==> src/sv/rbsf_pkg.sv <==
// shared types and constants of the rgb 3x3 blur/sharpen filter unit
// no dependencies
package rbsf_pkg;

  // one rgb pixel, red in the top byte
  typedef logic [23:0] rbsf_pix_t;

  // configuration register indexes
  typedef enum logic [1:0] {
    CFG_FILTER_MODE  = 2'd0,
    CFG_IMAGE_WIDTH  = 2'd1,
    CFG_IMAGE_HEIGHT = 2'd2,
    CFG_MAX_VALUE    = 2'd3
  } rbsf_cfg_idx_t;

  // filter modes
  localparam logic MODE_BLUR    = 1'b0;
  localparam logic MODE_SHARPEN = 1'b1;

  // register widths and reset values
  localparam int CFG_DATA_W = 13;
  localparam int ROW_W      = 12;
  localparam logic [10:0] WIDTH_RESET  = 11'd640;
  localparam logic [12:0] HEIGHT_RESET = 13'd480;
  localparam logic [7:0]  MAXV_RESET   = 8'd255;

  // geometry limits
  localparam logic [12:0] DIM_MIN      = 13'd3;
  localparam logic [12:0] HEIGHT_LIMIT = 13'd4096;

  // divide by 9 as multiply by reciprocal, exact for sums up to 9*255
  localparam logic [12:0] DIV9_RECIP = 13'd7282;

  // window results handed from the window stage to the output stage
  typedef struct packed {
    logic [2:0][11:0] blur_sum;   // 3x3 box sum per channel
    logic [2:0][11:0] sharp;      // signed 5*centre minus edge neighbours
    logic             frame_last;
  } rbsf_calc_t;

endpackage

==> src/sv/rbsf_window.sv <==
// 3x3 window columns and the per-channel box sum and sharpen terms
// depends on rbsf_pkg
module rbsf_window (
  input  logic               clk,
  input  logic               shift,
  input  rbsf_pkg::rbsf_pix_t fresh_top,
  input  rbsf_pkg::rbsf_pix_t fresh_mid,
  input  rbsf_pkg::rbsf_pix_t fresh_bot,
  input  logic               frame_last,
  output rbsf_pkg::rbsf_calc_t calc
);
  import rbsf_pkg::*;

  // [0] top, [1] middle, [2] bottom
  rbsf_pix_t cc_r [3];   // newest stored column
  rbsf_pix_t lc_r [3];   // older stored column

  // column shift as each pixel retires
  always_ff @(posedge clk) begin
    if (shift) begin
      lc_r[0] <= cc_r[0];
      lc_r[1] <= cc_r[1];
      lc_r[2] <= cc_r[2];
      cc_r[0] <= fresh_top;
      cc_r[1] <= fresh_mid;
      cc_r[2] <= fresh_bot;
    end
  end

  // per channel: box sum and 5*centre - up - down - left - right
  always_comb begin
    logic [11:0] ctr;
    calc.frame_last = frame_last;
    for (int c = 0; c < 3; c++) begin
      calc.blur_sum[c] = 12'(lc_r[0][c*8 +: 8]) + 12'(lc_r[1][c*8 +: 8])
                       + 12'(lc_r[2][c*8 +: 8]) + 12'(cc_r[0][c*8 +: 8])
                       + 12'(cc_r[1][c*8 +: 8]) + 12'(cc_r[2][c*8 +: 8])
                       + 12'(fresh_top[c*8 +: 8]) + 12'(fresh_mid[c*8 +: 8])
                       + 12'(fresh_bot[c*8 +: 8]);
      ctr = 12'(cc_r[1][c*8 +: 8]);
      calc.sharp[c] = (ctr << 2) + ctr
                    - 12'(cc_r[0][c*8 +: 8]) - 12'(cc_r[2][c*8 +: 8])
                    - 12'(lc_r[1][c*8 +: 8]) - 12'(fresh_mid[c*8 +: 8]);
    end
  end

endmodule

==> config.mk <==
export PLATFORM = sky130hd
export DESIGN_NAME = rbsf_window
export DESIGN_NICKNAME = d
export VERILOG_FILES = /design/src/sv/rbsf_pkg.sv /design/src/sv/rbsf_window.sv
export SDC_FILE = /design/constraint.sdc
export NUM_CORES = 1
export LEC_CHECK = 0
export BUFFER_PORTS_ARGS = -buffer_cell sky130_fd_sc_hd__buf_2
export CORE_MARGIN = 2
export CORE_UTILIZATION = 61
export CTS_CLUSTER_DIAMETER = 50
export CTS_CLUSTER_SIZE = 20
export DETAILED_ROUTE_END_ITERATION = 8
export PLACE_DENSITY = 0.8
export SLEW_MARGIN = 20
export SYNTH_ARGS = -nofsm -noshare
export SYNTH_HDL_FRONTEND = slang
export SYNTH_SLANG_ARGS = --single-unit
==> constraint.sdc <==
create_clock -name clk -period 4.8 [get_ports clk]
set_clock_uncertainty 0.2 [all_clocks]
set_input_delay 0.24 -clock clk [delete_from_list [all_inputs] [get_ports clk]]
set_output_delay 0.24 -clock clk [all_outputs]
set_load 0.1 [all_outputs]
-- Word level (Yosys, flattened, before mapping)
Memory sizes are Yosys's and may differ from the RTL's.
Index checks and enable logic that the tools add are counted.
- add/sub/neg operators: 39
- muxes and demuxes: 2
- operators by type and width (operator ; number):
    $add 12x8->12 ; 12
    $sub 12x8->12 ; 9
    $add 10x8->11 ; 6
    $add 11x8->12 ; 3
    $sub 11x8->12 ; 3
    $add 9x8->10 ; 3
    $add 8x8->9 ; 3
    $mux 1 ; 2
- flip-flop bits (word level): 0
- RAM bits: 144
- bits of input ports: 75
- output and inout bits: 73
- word-level logic and storage cells: 43
- memories: 2
- memory list (name ; depth ; bits a word ; rd ports ; clocked after memory_dff ; wr ports ; RTL line ; source):
    cc_r ; 3 ; 24 ; 3 ; 0 ; 3 ; rbsf_window.sv:15 ; rbsf_pix_t cc_r [3];
    lc_r ; 3 ; 24 ; 3 ; 0 ; 3 ; rbsf_window.sv:16 ; rbsf_pix_t lc_r [3];

-- Depth between registers and ports, before layout
- depth in word-level cells: 8
- depth in mapped cells: 16
- depth with buffers taken out: 16

-- Least setup slack after synthesis
OpenSTA, ideal clock, no wires.
- kind: register to output
- start: mem cc_r[0][17] (netlist bit)
- end: out calc[33] (netlist bit)
- data arrival time: 6254 ps
- data required time: 4360 ps
- path slack: -1894 ps
- stages on the path, launching flop included: 11
- path buffers: 0
- cell sequence: edfxtp_1 > inv_1 > fa_1 > inv_1 > fa_1 > fa_1 > fa_1 > nand2b_1 > a21oi_1 > o211ai_1 > o311ai_0
- RTL lines (element ; RTL line ; source):
    start: declaration ; rbsf_window.sv:15 ;
    end: declaration ; rbsf_window.sv:10 ; output rbsf_pkg::rbsf_calc_t calc

==> impl_metrics.csv <==
group,metric,value,unit
drt,drt.antenna.violating_nets,0,
sta,fin_crit,5.237,ns
synthesis,synth-main-ff-cell,"edfxtp_1",
synthesis,synth-edff-count,144,
drt,drc,0,
synthesis,synth_xor_area_share,3.077,%
synthesis,synth_cell_types,49,
critical_path,cp_slowest_cell,"fa_1",
sta,tightestPinTransition,1.102,ns
clocking,cts_buffers,17,
synthesis,synth_top_area_share,36.92,%
clocking,tritoncts,"done",
synthesis,synthMuxAreaShare,0.1465,%
drt,vias_per_cell,5.145,
placement,placed_area,15380,sq um
grt,overflow,0,
synthesis,yosysSeqAreaShare,31.65,%
synthesis,ys_async_sr_fraction,0,%
synthesis,syn_area_per_cell,11.88,sq um
synthesis,post-synth-top-count-cell,"inv_1",
grt,antenna_found_initial,3,
run_status,violations,"negative setup slack",
clocking,clock_latency,0.43,ns
cells_and_area,final_nets,1850,
drt,routed_wl,31520,um
placement,post-place-cells,1588,
floorplan,io_pins,148,
critical_path,crit_family,"adder cells",
run_status,status,"complete, but fails checks",
drt,firstDrtPassIters,7,
synthesis,ys_top_cells_by_area,"fa_1 37%, edfxtp_1 32%, inv_1 11%, ha_1 8.1%, xnor2_1 2.4%",
critical_path,r2r_slack,3.65,ns
drt,post_drt_wl_per_cell,18.20,um
synthesis,synth-seq-cells,144,
synthesis,synth_top_family_by_area,"adder cells",
hold_path,hold_end,"lc_r[0][61]$_DFFE_PP_",
clocking,clock-root-buffer,"clkbuf_16",
sta,slew_headroom,26.50,%
grt,grt_pass1_wl,48450,um
sta,setup_viol,9,
synthesis,netlist_area,13660,sq um
critical_path,crit_type,"register to primary output",
cells_and_area,fin_util,80.60,%
grt,grt_use_total,26.57,%
clocking,clkTransAtPathRegs,0.06,ns
synthesis,syn_inst,1150,
synthesis,yosysWarnings,0,
grt,grtUsageMet1,34.35,%
job,max_cap_viol_count,0,
grt,grt_max_degree,113,
critical_path,path_cells,"fa_1 -> fa_1 -> fa_1 -> inv_2 -> fa_1 -> inv_2 -> ha_4 -> fa_2 -> a21o_1 -> a21oi_2 -> o21ai_2 -> a41oi_2 -> xnor2_2 -> buf_12",
critical_path,cp_common_cell,"fa_1",
synthesis,synthAdderAreaFrac,44.98,%
floorplan,fp.dieArea,23610,sq um
hold_path,hold_depth,0,
placement,gp_congestion,0.8288,
clocking,cts_buffer_depth,2,
cells_and_area,drive_gt1_share,25.14,%
cells_and_area,fin_cells,1732,
sta,slew_viol_final,0,
hold_path,min_path_type,"register to register",
hold_path,hold_start,"cc_r[0][61]$_DFFE_PP_",
critical_path,worstReg2RegStart,"cc_r[0][8]$_DFFE_PP_",
drt,vias,8911,
critical_path,cp-start-kind,"register",
synthesis,synth_common_cells,"416 x inv_1, 252 x fa_1, 144 x edfxtp_1",
cells_and_area,design_area,17640,sq um
floorplan,core,21890,sq um
synthesis,synthSimpleGateAreaFrac,2.967,%
critical_path,crit_buf_inv,3,
sta,finalCritPeriodShare,109.1,%
cells_and_area,area_growth_syn_to_layout,29.13,%
critical_path,cp.required,4.36,ns
floorplan,die_h,153.7,um
floorplan,num_rows,54,
sta,fmax,190.9,MHz
synthesis,synthesis.nets,1565,
floorplan,start_util,62.42,%
clocking,cts_max_level,4,
sta,fin_ws,-0.4370,ns
critical_path,cp.depth,14,
critical_path,rr_worst_depth,2,
placement,portBuffers,145,
grt,top_usage_layer,"met2",
critical_path,reg2reg_to,"lc_r[0][8]$_DFFE_PP_",
floorplan,die_width,153.7,um
grt,use_met2,45.95,%
synthesis,synth_top_area_cell,"fa_1",
sta,timing.final.hold_violations,0,
synthesis,synth-compound-area-share,5.521,%
grt,met3_usage,5.524,%
sta,rsz0062_at_grt,"yes",
critical_path,cp_data_arrival_time,4.80,ns
critical_path,crit_fanout,3,
placement,place_hpwl,20930,um
drt,drt_first_iter_violations,575,
grt,grt_pass1_vias,9802,
critical_path,cpPeakStageDelay,0.59,ns
clocking,cts.sinks,144,
critical_path,end_kind,"primary output",
-- state kept, by name (all words and copies together) (netlist names) --
| register | count |
|---|---|
| cc_r | 72 |
| lc_r | 72 |
-- layout make-up --
| type | instances | area (sq um) |
|---|---|---|
| diodes | 4 | 10.01 |
| clock buffers | 18 | 429.2 |
| clock inverters | 14 | 142.6 |
| fillers | 1103 | 4247 |
| inverters | 416 | 1562 |
| multi-input cells | 583 | 8528 |
| flip-flops and latches | 144 | 4324 |
| well taps | 280 | 350.3 |
| repair buffers | 273 | 2298 |
-- logic make-up after synthesis --
family | after synthesis
xor gates and xnor gates | 48
muxes | 2
DFF | 144
and+or+nand+nor | 83
adders and majority gates | 340
buffers and inverters | 423
AOI/OAI and AO/OA | 110
-- through the flow --
stage | worst slack, ns | hold slack, ns | TNS [ns]
2_1_floorplan | -0.7141 | 0.1389 | -0.9300
3_3_place_gp | 0.03884 | 0.2308 | 0
3_5_place_dp | -0.05743 | 0.2330 | -0.05743
4_1_cts | -0.3421 | 0.2532 | -1.458
5_1_grt | -0.5177 | 0.2645 | -4.226
6_report | -0.4370 | 0.2506 | -1.992
-- timing repair --
| item | 4_1_cts | 5_1_grt |
|---|---|---|
| hold buffers | 72 | 0 |
| setup buffers | 23 | 16 |
| gates resized for setup | 67 | 111 |
| pin swaps | 58 | 62 |
| hold endpoints to repair | 72 | 0 |
| setup endpoints to repair | 28 | 41 |
-- worst max path at each step --
| stage | startpoint | to |
|---|---|---|
| 2_1_floorplan | cc_r[0][17]$_DFFE_PP_ | calc[33] |
| 3_3_place_gp | lc_r[0][10]$_DFFE_PP_ | calc[59] |
| 3_5_place_dp | cc_r[0][10]$_DFFE_PP_ | calc[59] |
| 4_1_cts | cc_r[0][34]$_DFFE_PP_ | calc[59] |
| 5_1_grt | cc_r[0][10]$_DFFE_PP_ | calc[59] |
| 6_report | cc_r[0][10]$_DFFE_PP_ | calc[59] |
-- per-layer routing --
layer / up-vias / wire [um]
li1: 4034 / -
met1: 4541 / 12340
met2: 270 / 16810
met3: 66 / 1411
met4: 0 / 958
met5: - / 0
-- placed cells by master, fill, tap and decap left out, drive strengths merged, types with 23 or more instances in the layout --
cell,synthesis,layout
fa,252,252
buf,3,198
xnor2,37,37
nand2,23,23
ha,88,88
dlygate4sd3,0,72
inv,416,417
a21oi,37,37
edfxtp,144,144
o21ai,23,23
Power is not shown: default switching activity piles up to over one toggle a cycle in this logic, so the estimate is an artifact.
