### src/sv/rbsf_pkg.sv
// shared types and constants of the rgb 3x3 blur/sharpen filter unit
// no dependencies
package rbsf_pkg;

  // one rgb pixel, red in the top byte
  typedef logic [23:0] rbsf_pix_t;

  // configuration register indexes
  typedef enum logic [1:0] {
    CFG_FILTER_MODE  = 2'd0,
    CFG_IMAGE_WIDTH  = 2'd1,
    CFG_IMAGE_HEIGHT = 2'd2,
    CFG_MAX_VALUE    = 2'd3
  } rbsf_cfg_idx_t;

  // filter modes
  localparam logic MODE_BLUR    = 1'b0;
  localparam logic MODE_SHARPEN = 1'b1;

  // register widths and reset values
  localparam int CFG_DATA_W = 13;
  localparam int ROW_W      = 12;
  localparam logic [10:0] WIDTH_RESET  = 11'd640;
  localparam logic [12:0] HEIGHT_RESET = 13'd480;
  localparam logic [7:0]  MAXV_RESET   = 8'd255;

  // geometry limits
  localparam logic [12:0] DIM_MIN      = 13'd3;
  localparam logic [12:0] HEIGHT_LIMIT = 13'd4096;

  // divide by 9 as multiply by reciprocal, exact for sums up to 9*255
  localparam logic [12:0] DIV9_RECIP = 13'd7282;

  // window results handed from the window stage to the output stage
  typedef struct packed {
    logic [2:0][11:0] blur_sum;   // 3x3 box sum per channel
    logic [2:0][11:0] sharp;      // signed 5*centre minus edge neighbours
    logic             frame_last;
  } rbsf_calc_t;

endpackage

### src/sv/rbsf_post.sv
// result stage: window result register, divide by 9 or saturate, then the output register
// depends on rbsf_pkg
module rbsf_post (
  input  logic                 clk,
  input  logic                 rst_n,
  input  logic                 push,
  input  rbsf_pkg::rbsf_calc_t calc,
  input  logic                 filter_mode,
  input  logic [7:0]           max_value,
  output logic                 ready,
  output logic                 out_valid,
  input  logic                 out_stall,
  output logic [7:0]           out_red,
  output logic [7:0]           out_green,
  output logic [7:0]           out_blue,
  output logic                 out_frame_last
);
  import rbsf_pkg::*;

  logic       s2_v_r;
  rbsf_calc_t s2_r;
  logic       out_v_r;
  logic [2:0][7:0] res_r;
  logic       last_r;
  logic [2:0][7:0] res_nxt;
  logic       out_en;
  logic       s2_en;

  assign out_en = !out_v_r || !out_stall;
  assign s2_en  = !s2_v_r || out_en;
  assign ready  = s2_en;

  // mode-dependent channel result
  always_comb begin
    logic [24:0] prod;
    logic [11:0] sv;
    for (int c = 0; c < 3; c++) begin
      prod = 25'(s2_r.blur_sum[c]) * 25'(DIV9_RECIP);
      sv   = s2_r.sharp[c];
      if (filter_mode == MODE_BLUR) begin
        res_nxt[c] = prod[23:16];
      end else if (sv[11]) begin
        res_nxt[c] = 8'd0;
      end else if (sv > 12'(max_value)) begin
        res_nxt[c] = max_value;
      end else begin
        res_nxt[c] = sv[7:0];
      end
    end
  end

  // window result register
  always_ff @(posedge clk) begin
    if (!rst_n) begin
      s2_v_r <= 1'b0;
    end else if (s2_en) begin
      s2_v_r <= push;
    end
    if (s2_en && push) begin
      s2_r <= calc;
    end
  end

  // output register
  always_ff @(posedge clk) begin
    if (!rst_n) begin
      out_v_r <= 1'b0;
    end else if (out_en) begin
      out_v_r <= s2_v_r;
    end
    if (out_en && s2_v_r) begin
      res_r  <= res_nxt;
      last_r <= s2_r.frame_last;
    end
  end

  assign out_valid      = out_v_r;
  assign out_red        = res_r[2];
  assign out_green      = res_r[1];
  assign out_blue       = res_r[0];
  assign out_frame_last = last_r;

endmodule

### config.mk
export PLATFORM = sky130hd
export DESIGN_NAME = rbsf_post
export DESIGN_NICKNAME = d
export VERILOG_FILES = /design/src/sv/rbsf_pkg.sv /design/src/sv/rbsf_post.sv
export SDC_FILE = /design/constraint.sdc
export NUM_CORES = 1
export LEC_CHECK = 0
export BUFFER_PORTS_ARGS = -buffer_cell sky130_fd_sc_hd__buf_2
export CAP_MARGIN = 10
export CORE_UTILIZATION = 35
export CTS_CLUSTER_SIZE = 24
export DETAILED_ROUTE_END_ITERATION = 16
export GPL_ROUTABILITY_DRIVEN = 0
export PLACE_DENSITY = 0.5
export SYNTH_ARGS = -nofsm -noshare
export SYNTH_HDL_FRONTEND = slang
export SYNTH_SLANG_ARGS = --single-unit
### constraint.sdc
create_clock -name clk -period 7 [get_ports clk]
set_input_delay 1.05 -clock clk [delete_from_list [all_inputs] [get_ports clk]]
set_output_delay 1.05 -clock clk [all_outputs]
set_load 0.01 [all_outputs]
; Yosys cells after proc, flatten, opt, wreduce, memory -nomap -nowiden
; Index checks and enable logic that the tools add are counted.
[word_totals]
latchBits = 0
out_inout_bits = 27
reg_bits = 100
in_bits = 86
wordCells = 35
mem_bits_rw = 0
rom_bits = 0
n_memories = 0
[classes]
n_shift = 0
eq_ne = 0
n_lt_le_gt_ge = 3
add_sub_neg = 0
n_mul = 3
n_reduce_logical = 7
div = 0
n_mux = 9
bitwise = 0
[op_table]
columns = op, count
row1 = 8-bit 2-to-1 mux, 9
row2 = 12-bit by 12-bit multiplier with 23-bit output (second input constant), 3
row3 = 12-bit by 8-bit > comparator with 1-bit output, 3
row4 = 1-bit logical NOT, 3
row5 = 1-bit logical AND, 2
row6 = 1-bit logical OR, 2

; Logic depth before layout (Yosys ltp)
; Gate-level depths: netlist of the first run.
[depth]
ltp_word = 4
depth_mapped = 18
depth_no_buf = 18

; Worst setup path after synthesis of the first run
; OpenSTA, ideal clock, no wires.
[synth_timing]
kind = register to register
startpoint = reg s2_r[50] in the netlist's numbering
endpoint = reg res_r (netlist bit out_green[3]) (data pin)
required_ps = 6824
slack_ps = 2324
stages_incl_launch_ff = 19
arrival_ps = 4500
cell_sequence = edfxtp_1 -> inv_1 -> fa_1 -> inv_1 -> ha_1 -> inv_1 -> fa_1 -> inv_1 -> fa_1 -> inv_1 -> fa_1 -> inv_1 -> ha_1 -> and4_1 -> and3_1 -> a22oi_1 -> a21boi_0 -> o21a_1 -> o32ai_1
[synth_lines]
columns = element, line_no
row1 = start: declaration, rbsf_post.sv:21  ; rbsf_calc_t s2_r;
row2 = start signal: assignment, rbsf_post.sv:60  ; s2_r <= calc;
row3 = end signal: assignment, rbsf_post.sv:72  ; res_r <= res_nxt;
row4 = end: declaration, rbsf_post.sv:23  ; logic [2:0][7:0] res_r;

==> metrics.txt, run 1 <==
cts hold-fix bufs 0; list of most frequent post-synthesis cells ha_1 (225), inv_1 (180), edfxtp_1 (98), fa_1 (87), a21oi_1 (51); share of layout cells above drive strength 1 0.133; gr usage total 0.168; period utilization 0.724; Clk Latency, worst-skew pair ~350 ps; maxcap violations 0; Root Driver clkbuf_16; final-report setup violation count 0; FF+latch count, synth 100; Final ANT Viol Nets 0; global-route wire length before repair ~40,000 µm; Reg power frac 0.196; syn avg cell area between 10 and 15 µm²; CTS buffer count 9; I/O pins 113; synth warn 0; highest net fanout along the worst path 5; Max Fclk roughly 200 MHz; Internal ~0.0022 W; multi-input logic area 6760 µm²; initial core utilization 0.359; crit path time final roughly 5100 ps; sw frac 0.464; core area roughly 29,000 µm²; Final HPWL DP 21,000 µm; TritonCTS Sinks 100; Clk pwr share 0.122; setup TNS 0 ps; initial DRC count about 380; Port Buffers approximately 110; DRC Markers 0; layout net count roughly 1,400; asr flop ratio synth 0; Cells after Synth between 900 and 1,000; Leak approximately 5.8 nW; vias in the first global route roughly 7,300; drt first pass iters 4; initial antenna violation count 1; Setup Buffers After CTS 0; Yosys cell types 54; Worst VDD drop approximately 0.16 mV; net count after synthesis between 1,000 and 1,500; fin. max-slew vios 0; via/cell ratio 4.87; diode count 0; Seq/Total Area, Yosys 0.286; Comb power frac 0.681; total vias in the final route 6,991; Die ar. a little over 30,000 µm²; Startpoint Class register; final hold vios 0; GRT overflow 0; CTS Buffer Depth 2; Synth area leaders edfxtp_1 (28%), ha_1 (27%), fa_1 (17%); clk slew on worst S/H paths roughly 80 ps; Min-Delay Path Class reg2reg; Std-Cell Rows 62; DP Cell Count 1,420; TritonCTS clock tree yes; Resized Gates After CTS 0; relative slew slack 0.318; worst slew pin tran 1020 ps; largest net degree at the start of global routing between 70 and 80; post-synth top area cell edfxtp_1; Psw between 0.0015 and 0.002 W; clock skew between 8 and 9 ps; status completed; register area 2980 µm²; Die Span Y approximately 170 µm; cell area power density around 350 nW/µm²; top cell type's share of synthesized area 0.282; WL/cell approximately 17 µm; Die W between 150 and 200 µm; top-count cell post-synth ha_1; fillcell total roughly 2,900; WP data arrival between 5000 and 6000 ps; RSZ-0062 raised after global routing false; final wirelength roughly 24,000 µm; Main synth FF type edfxtp_1; post-route insts no fill around 1,400; Area growth syn-to-layout 12.6%; Post-synth EDFFs 98; Post-Syn Area 10,400 µm²; Crit Path Class reg2reg; H-tree levels 3; CP required between 7000 and 8000 ps; Setup crit end kind register
[sequential cells by signal, summed over array words and instances, names as in the netlist]
name,cells
out_valid,1
out_blue,8
out_red,8
out_green,8
out_frame_last,1
s2_r,73
s2_v_r,1
[per-layer routing]
metal	global-route usage	wire (µm)	share of wire
met5	0	10	0.00041
met4	0.0301	200	0.0082
met3	0.0268	868	0.036
met2	0.262	10800	0.44
met1	0.248	12400	0.51
[per-stage QoR]
stage / setup slack, ps / utilization / hold slack [ps] / cell area [µm²] / total power (W)
6_report: 1930 / 0.405 / 422 / 11700 / 0.00409
5_1_grt: 1530 / 0.405 / 431 / 11700 / 0.00455
4_1_cts: 1910 / 0.405 / 424 / 11700 / 0.00415
3_5_place_dp: 1930 / 0.395 / 406 / 11500 / 0.00361
3_3_place_gp: 2010 / 0.395 / 404 / 11500 / 0.00363
2_1_floorplan: 2320 / - / 400 / 10400 / 0.00292
[cell usage in the layout, fill, tap and decap left out, types with 5 or more instances in the layout]
cell,synthesis,final
ha_1,225,225
inv_1,180,180
buf_2,0,112
edfxtp_1,98,98
fa_1,87,87
a21oi_1,51,51
nand2_1,34,34
xnor2_1,25,25
mux2i_1,24,24
o21ai_0,23,23
o22ai_1,18,18
nand3_1,13,13
nor2_1,12,12
nand4_1,11,11
a21o_1,11,11
o21a_1,10,10
o211ai_1,10,10
o32ai_1,9,9
clkbuf_16,0,9
a31oi_1,7,7
nor3_1,6,6
nand2b_1,5,5
nor2b_1,5,5
a211oi_1,5,5
xor2_1,5,5
[critical path: stages, from the launching register on]
cell and delay [ps]:
edfxtp_1 410, inv_1 80, fa_1 540, inv_1 60, ha_1 290, inv_1 60, fa_1 490, inv_1 50
fa_1 500, inv_1 50, fa_1 530, inv_1 40, ha_1 340, and4_1 210, and3_1 190, a22oi_1 350
a21boi_0 230, o21a_1 210, o32ai_1 250
[logic make-up after synthesis]
group	share of synthesized area
AO/OA/AOI/OAI	0.107
AND/OR/NAND/NOR	0.0532
buffers and inverters	0.0670
flip-flops	0.286
XOR/XNOR	0.0252
multiplexers	0.0241
adder cells (fa/ha/maj)	0.437
[worst paths after layout]
check | start | end | slack (ps) | depth (start not counted)
min reg2reg | s2_r[0] | out_frame_last | 420 | 0
max reg2reg | s2_r[50] | out_green[3] | 1930 | 18
max | s2_r[50] | out_green[3] | 1930 | 18
min | s2_r[0] | out_frame_last | 420 | 0
[layout make-up]
| cell class | instances | area share |
|---|---|---|
| inverter | 180 | 0.0576 |
| clock buffer | 10 | 0.0195 |
| clock inverter | 6 | 0.00448 |
| timing repair buffer | 112 | 0.0477 |
| sequential | 100 | 0.254 |
| tap | 384 | 0.0409 |
| multi-input combinational | 644 | 0.576 |
[power by group through the flow]
| stage | Combinational [W] | Sequential [W] | Clock, W |
|---|---|---|---|
| 3_3_place_gp | 0.00281 | 0.000821 | 0 |
| 5_1_grt | 0.00320 | 0.000811 | 0.000540 |
| 2_1_floorplan | 0.00210 | 0.000819 | 0 |
| 4_1_cts | 0.00283 | 0.000806 | 0.000522 |
| 6_report | 0.00279 | 0.000803 | 0.000501 |
| 3_5_place_dp | 0.00279 | 0.000819 | 0 |
Power figures use the tool's default switching activity.
==> run 2, diff against run 1 <==
==> constraint.sdc (replaced) <==
create_clock -name clk -period 5.1 [get_ports clk]
set_input_delay 0.765 -clock clk [delete_from_list [all_inputs] [get_ports clk]]
set_output_delay 0.765 -clock clk [all_outputs]
set_load 0.01 [all_outputs]
==> run 2 against run 1 <==
  * Hold slack improved by 4.4 ps
  * Non-clock buffer count rose by 7
  * Global-route usage rose by 0.60 points
  * Critical path type unchanged
  * Power rose by 40%
  * Setup slack got worse by 1700 ps
  * Die area did not move
  * Clock skew rose by 5.3 ps
  * Sequential power rose by 37%
  * Core utilization rose by 0.36 points
  * First-iteration DRC count rose by 1.3%
  * Sequential share of layout area fell by 0.23 points
  * Sequential cell count did not move
  * Highest routed layer is now met4
==> metrics.txt, run 2 (synthesis results as in run 1) <==
layout net count ~1,500; vias in the first global route around 7,300; relative slew slack 0.307; Max Fclk 207 MHz; Std-Cell Rows 62; WP data arrival 5000 ps; initial core utilization 0.359; most frequent cells in the layout ha_1 (224), inv_1 (180), buf_2 (112); Worst Setup EP out_blue[6]; most flop-heavy register s2_r; highest net fanout along the worst path 5; Clk pwr share 0.128; crit path cell chain inv_1 -> fa_1 -> inv_1 -> ha_1 -> inv_1 -> fa_1 -> inv_1 -> fa_1 -> inv_1 -> fa_1 -> inv_1 -> ha_1 -> nand2_1 -> o21ai_1 -> a21oi_1 -> a31o_2 -> nor3b_1 -> o32ai_1; I/O pins 113; Die W 175 µm; multi-input logic area about 6800 µm²; flop-to-flop setup slack around 270 ps; CP max stage delay about 520 ps; Reg-to-Reg Start s2_r[46]; Port Buffers between 100 and 150; drt first pass iters 4; critical path's top delay family adder cells; clk slew on worst S/H paths about 90 ps; Die ar. between 30,000 and 40,000 µm²; Critical Path Stages 18; gr usage total 0.174; total vias in the final route about 7,100; most used cell, CP inv_1; Clk Latency, worst-skew pair 370 ps; Largest register FFs 73; Internal 0.00306 W; diode count 0; Slowest-stage cell, CP fa_1; CTS Buffer Depth 2; initial DRC count 386; setup TNS 0 ps; fin. max-slew vios 0; Root Driver clkbuf_16; Comb power frac 0.680; cells on worst reg2reg path 18; CTS buffer count 9; clock skew between 10 and 15 ps; GRT overflow 0; sw frac 0.468; via/cell ratio 4.92; Power Total roughly 0.0057 W; worst slew pin tran a little over 1000 ps; period utilization 0.946; status completed; Final HPWL DP about 21,000 µm; Worst VDD drop approximately 0.2 mV; crit path time final ~4800 ps; Psw about 0.0027 W; maxcap violations 0; Worst setup startpoint s2_r[46]; reg2reg end out_blue[6]; Leak 5.81 nW; Area growth syn-to-layout 13.6%; Setup crit end kind register; Final Util 0.408; DRC Markers 0; TritonCTS Sinks 100; largest net degree at the start of global routing 74; HP Start s2_r[0]; final hold vios 0; Die Span Y roughly 170 µm; final-report setup violation count 0; Startpoint Class register; share of layout cells above drive strength 1 0.144; Final ANT Viol Nets 0; H-tree levels 3; most common cell after layout, fill and taps aside ha_1; TritonCTS clock tree yes; global-route wire length before repair roughly 40,000 µm; Crit Path Class reg2reg; register area a little under 3000 µm²; WL/cell roughly 17 µm; Min-Delay Path Class reg2reg; CP required between 5000 and 6000 ps; Reg power frac 0.192; CP bufs+invs 6; core area around 29,000 µm²; fillcell total about 2,900; cell area power density just under 500 nW/µm²; RSZ-0062 raised after global routing false; final wirelength 25,000 µm; initial antenna violation count 0
==> run 2: changes by cell type in the layout (fill, tap and decap cells not counted), sizes merged <==
cell,change
buf,+7
clkinv,+2
clkbuf,-1
inv,-1
==> run 2: per-layer routing <==
metal  global-route usage  vias to the layer above  part of all wire
met4               0.0388                        0            0.0099
li1                     -                     3537                 -
met2                0.269                      132              0.44
met5                    0                        -                 0
met1                0.258                     3411              0.51
met3               0.0239                       15             0.034
==> run 2: worst min path at each step <==
| stage | endpoint | slack (ps) | cells after the start |
|---|---|---|---|
| final | out_frame_last | 430 | 0 |
| after global routing | out_frame_last | 430 | 0 |
| after CTS | out_frame_last | 430 | 0 |
| after detailed placement | out_frame_last | 410 | 0 |
| after global placement | out_frame_last | 400 | 0 |
| after floorplan | out_frame_last | 400 | 0 |
==> run 2: through the flow <==
| step | setup WS [ps] | instances | area [µm²] | hold WS [ps] |
|---|---|---|---|---|
| 3_3_place_gp | 194 | 1424 | 11500 | 404 |
| 2_1_floorplan | 424 | 930 | 10400 | 400 |
| 3_5_place_dp | 171 | 1424 | 11500 | 408 |
| 5_1_grt | 9.05 | 1443 | 11800 | 430 |
| 4_1_cts | 156 | 1440 | 11800 | 428 |
| 6_report | 274 | 1443 | 11800 | 427 |
==> run 2: power by group through the flow <==
stage | logic [W] | clock network, W | registers (W)
global placement | 0.00386 | 0 | 0.00113
detailed placement | 0.00383 | 0 | 0.00112
floorplan | 0.00288 | 0 | 0.00112
global route | 0.00449 | 0.000787 | 0.00111
finish | 0.00391 | 0.000735 | 0.00110
CTS | 0.00388 | 0.000757 | 0.00111
==> run 2: repair_timing <==
item | in CTS | in global routing
resized for setup | 0 | 8
setup endpoints to repair | 0 | 8
hold endpoints to repair | 0 | 0
hold buffers | 0 | 0
buffers inserted | 0 | 3
==> run 2: layout make-up <==
cell class | count | area share
well taps | 384 | 0.0406
clock buffers | 9 | 0.0190
inverters | 180 | 0.0570
repair buffers | 119 | 0.0518
flip-flops and latches | 100 | 0.252
clock inverters | 7 | 0.00676
multi-input cells | 644 | 0.573
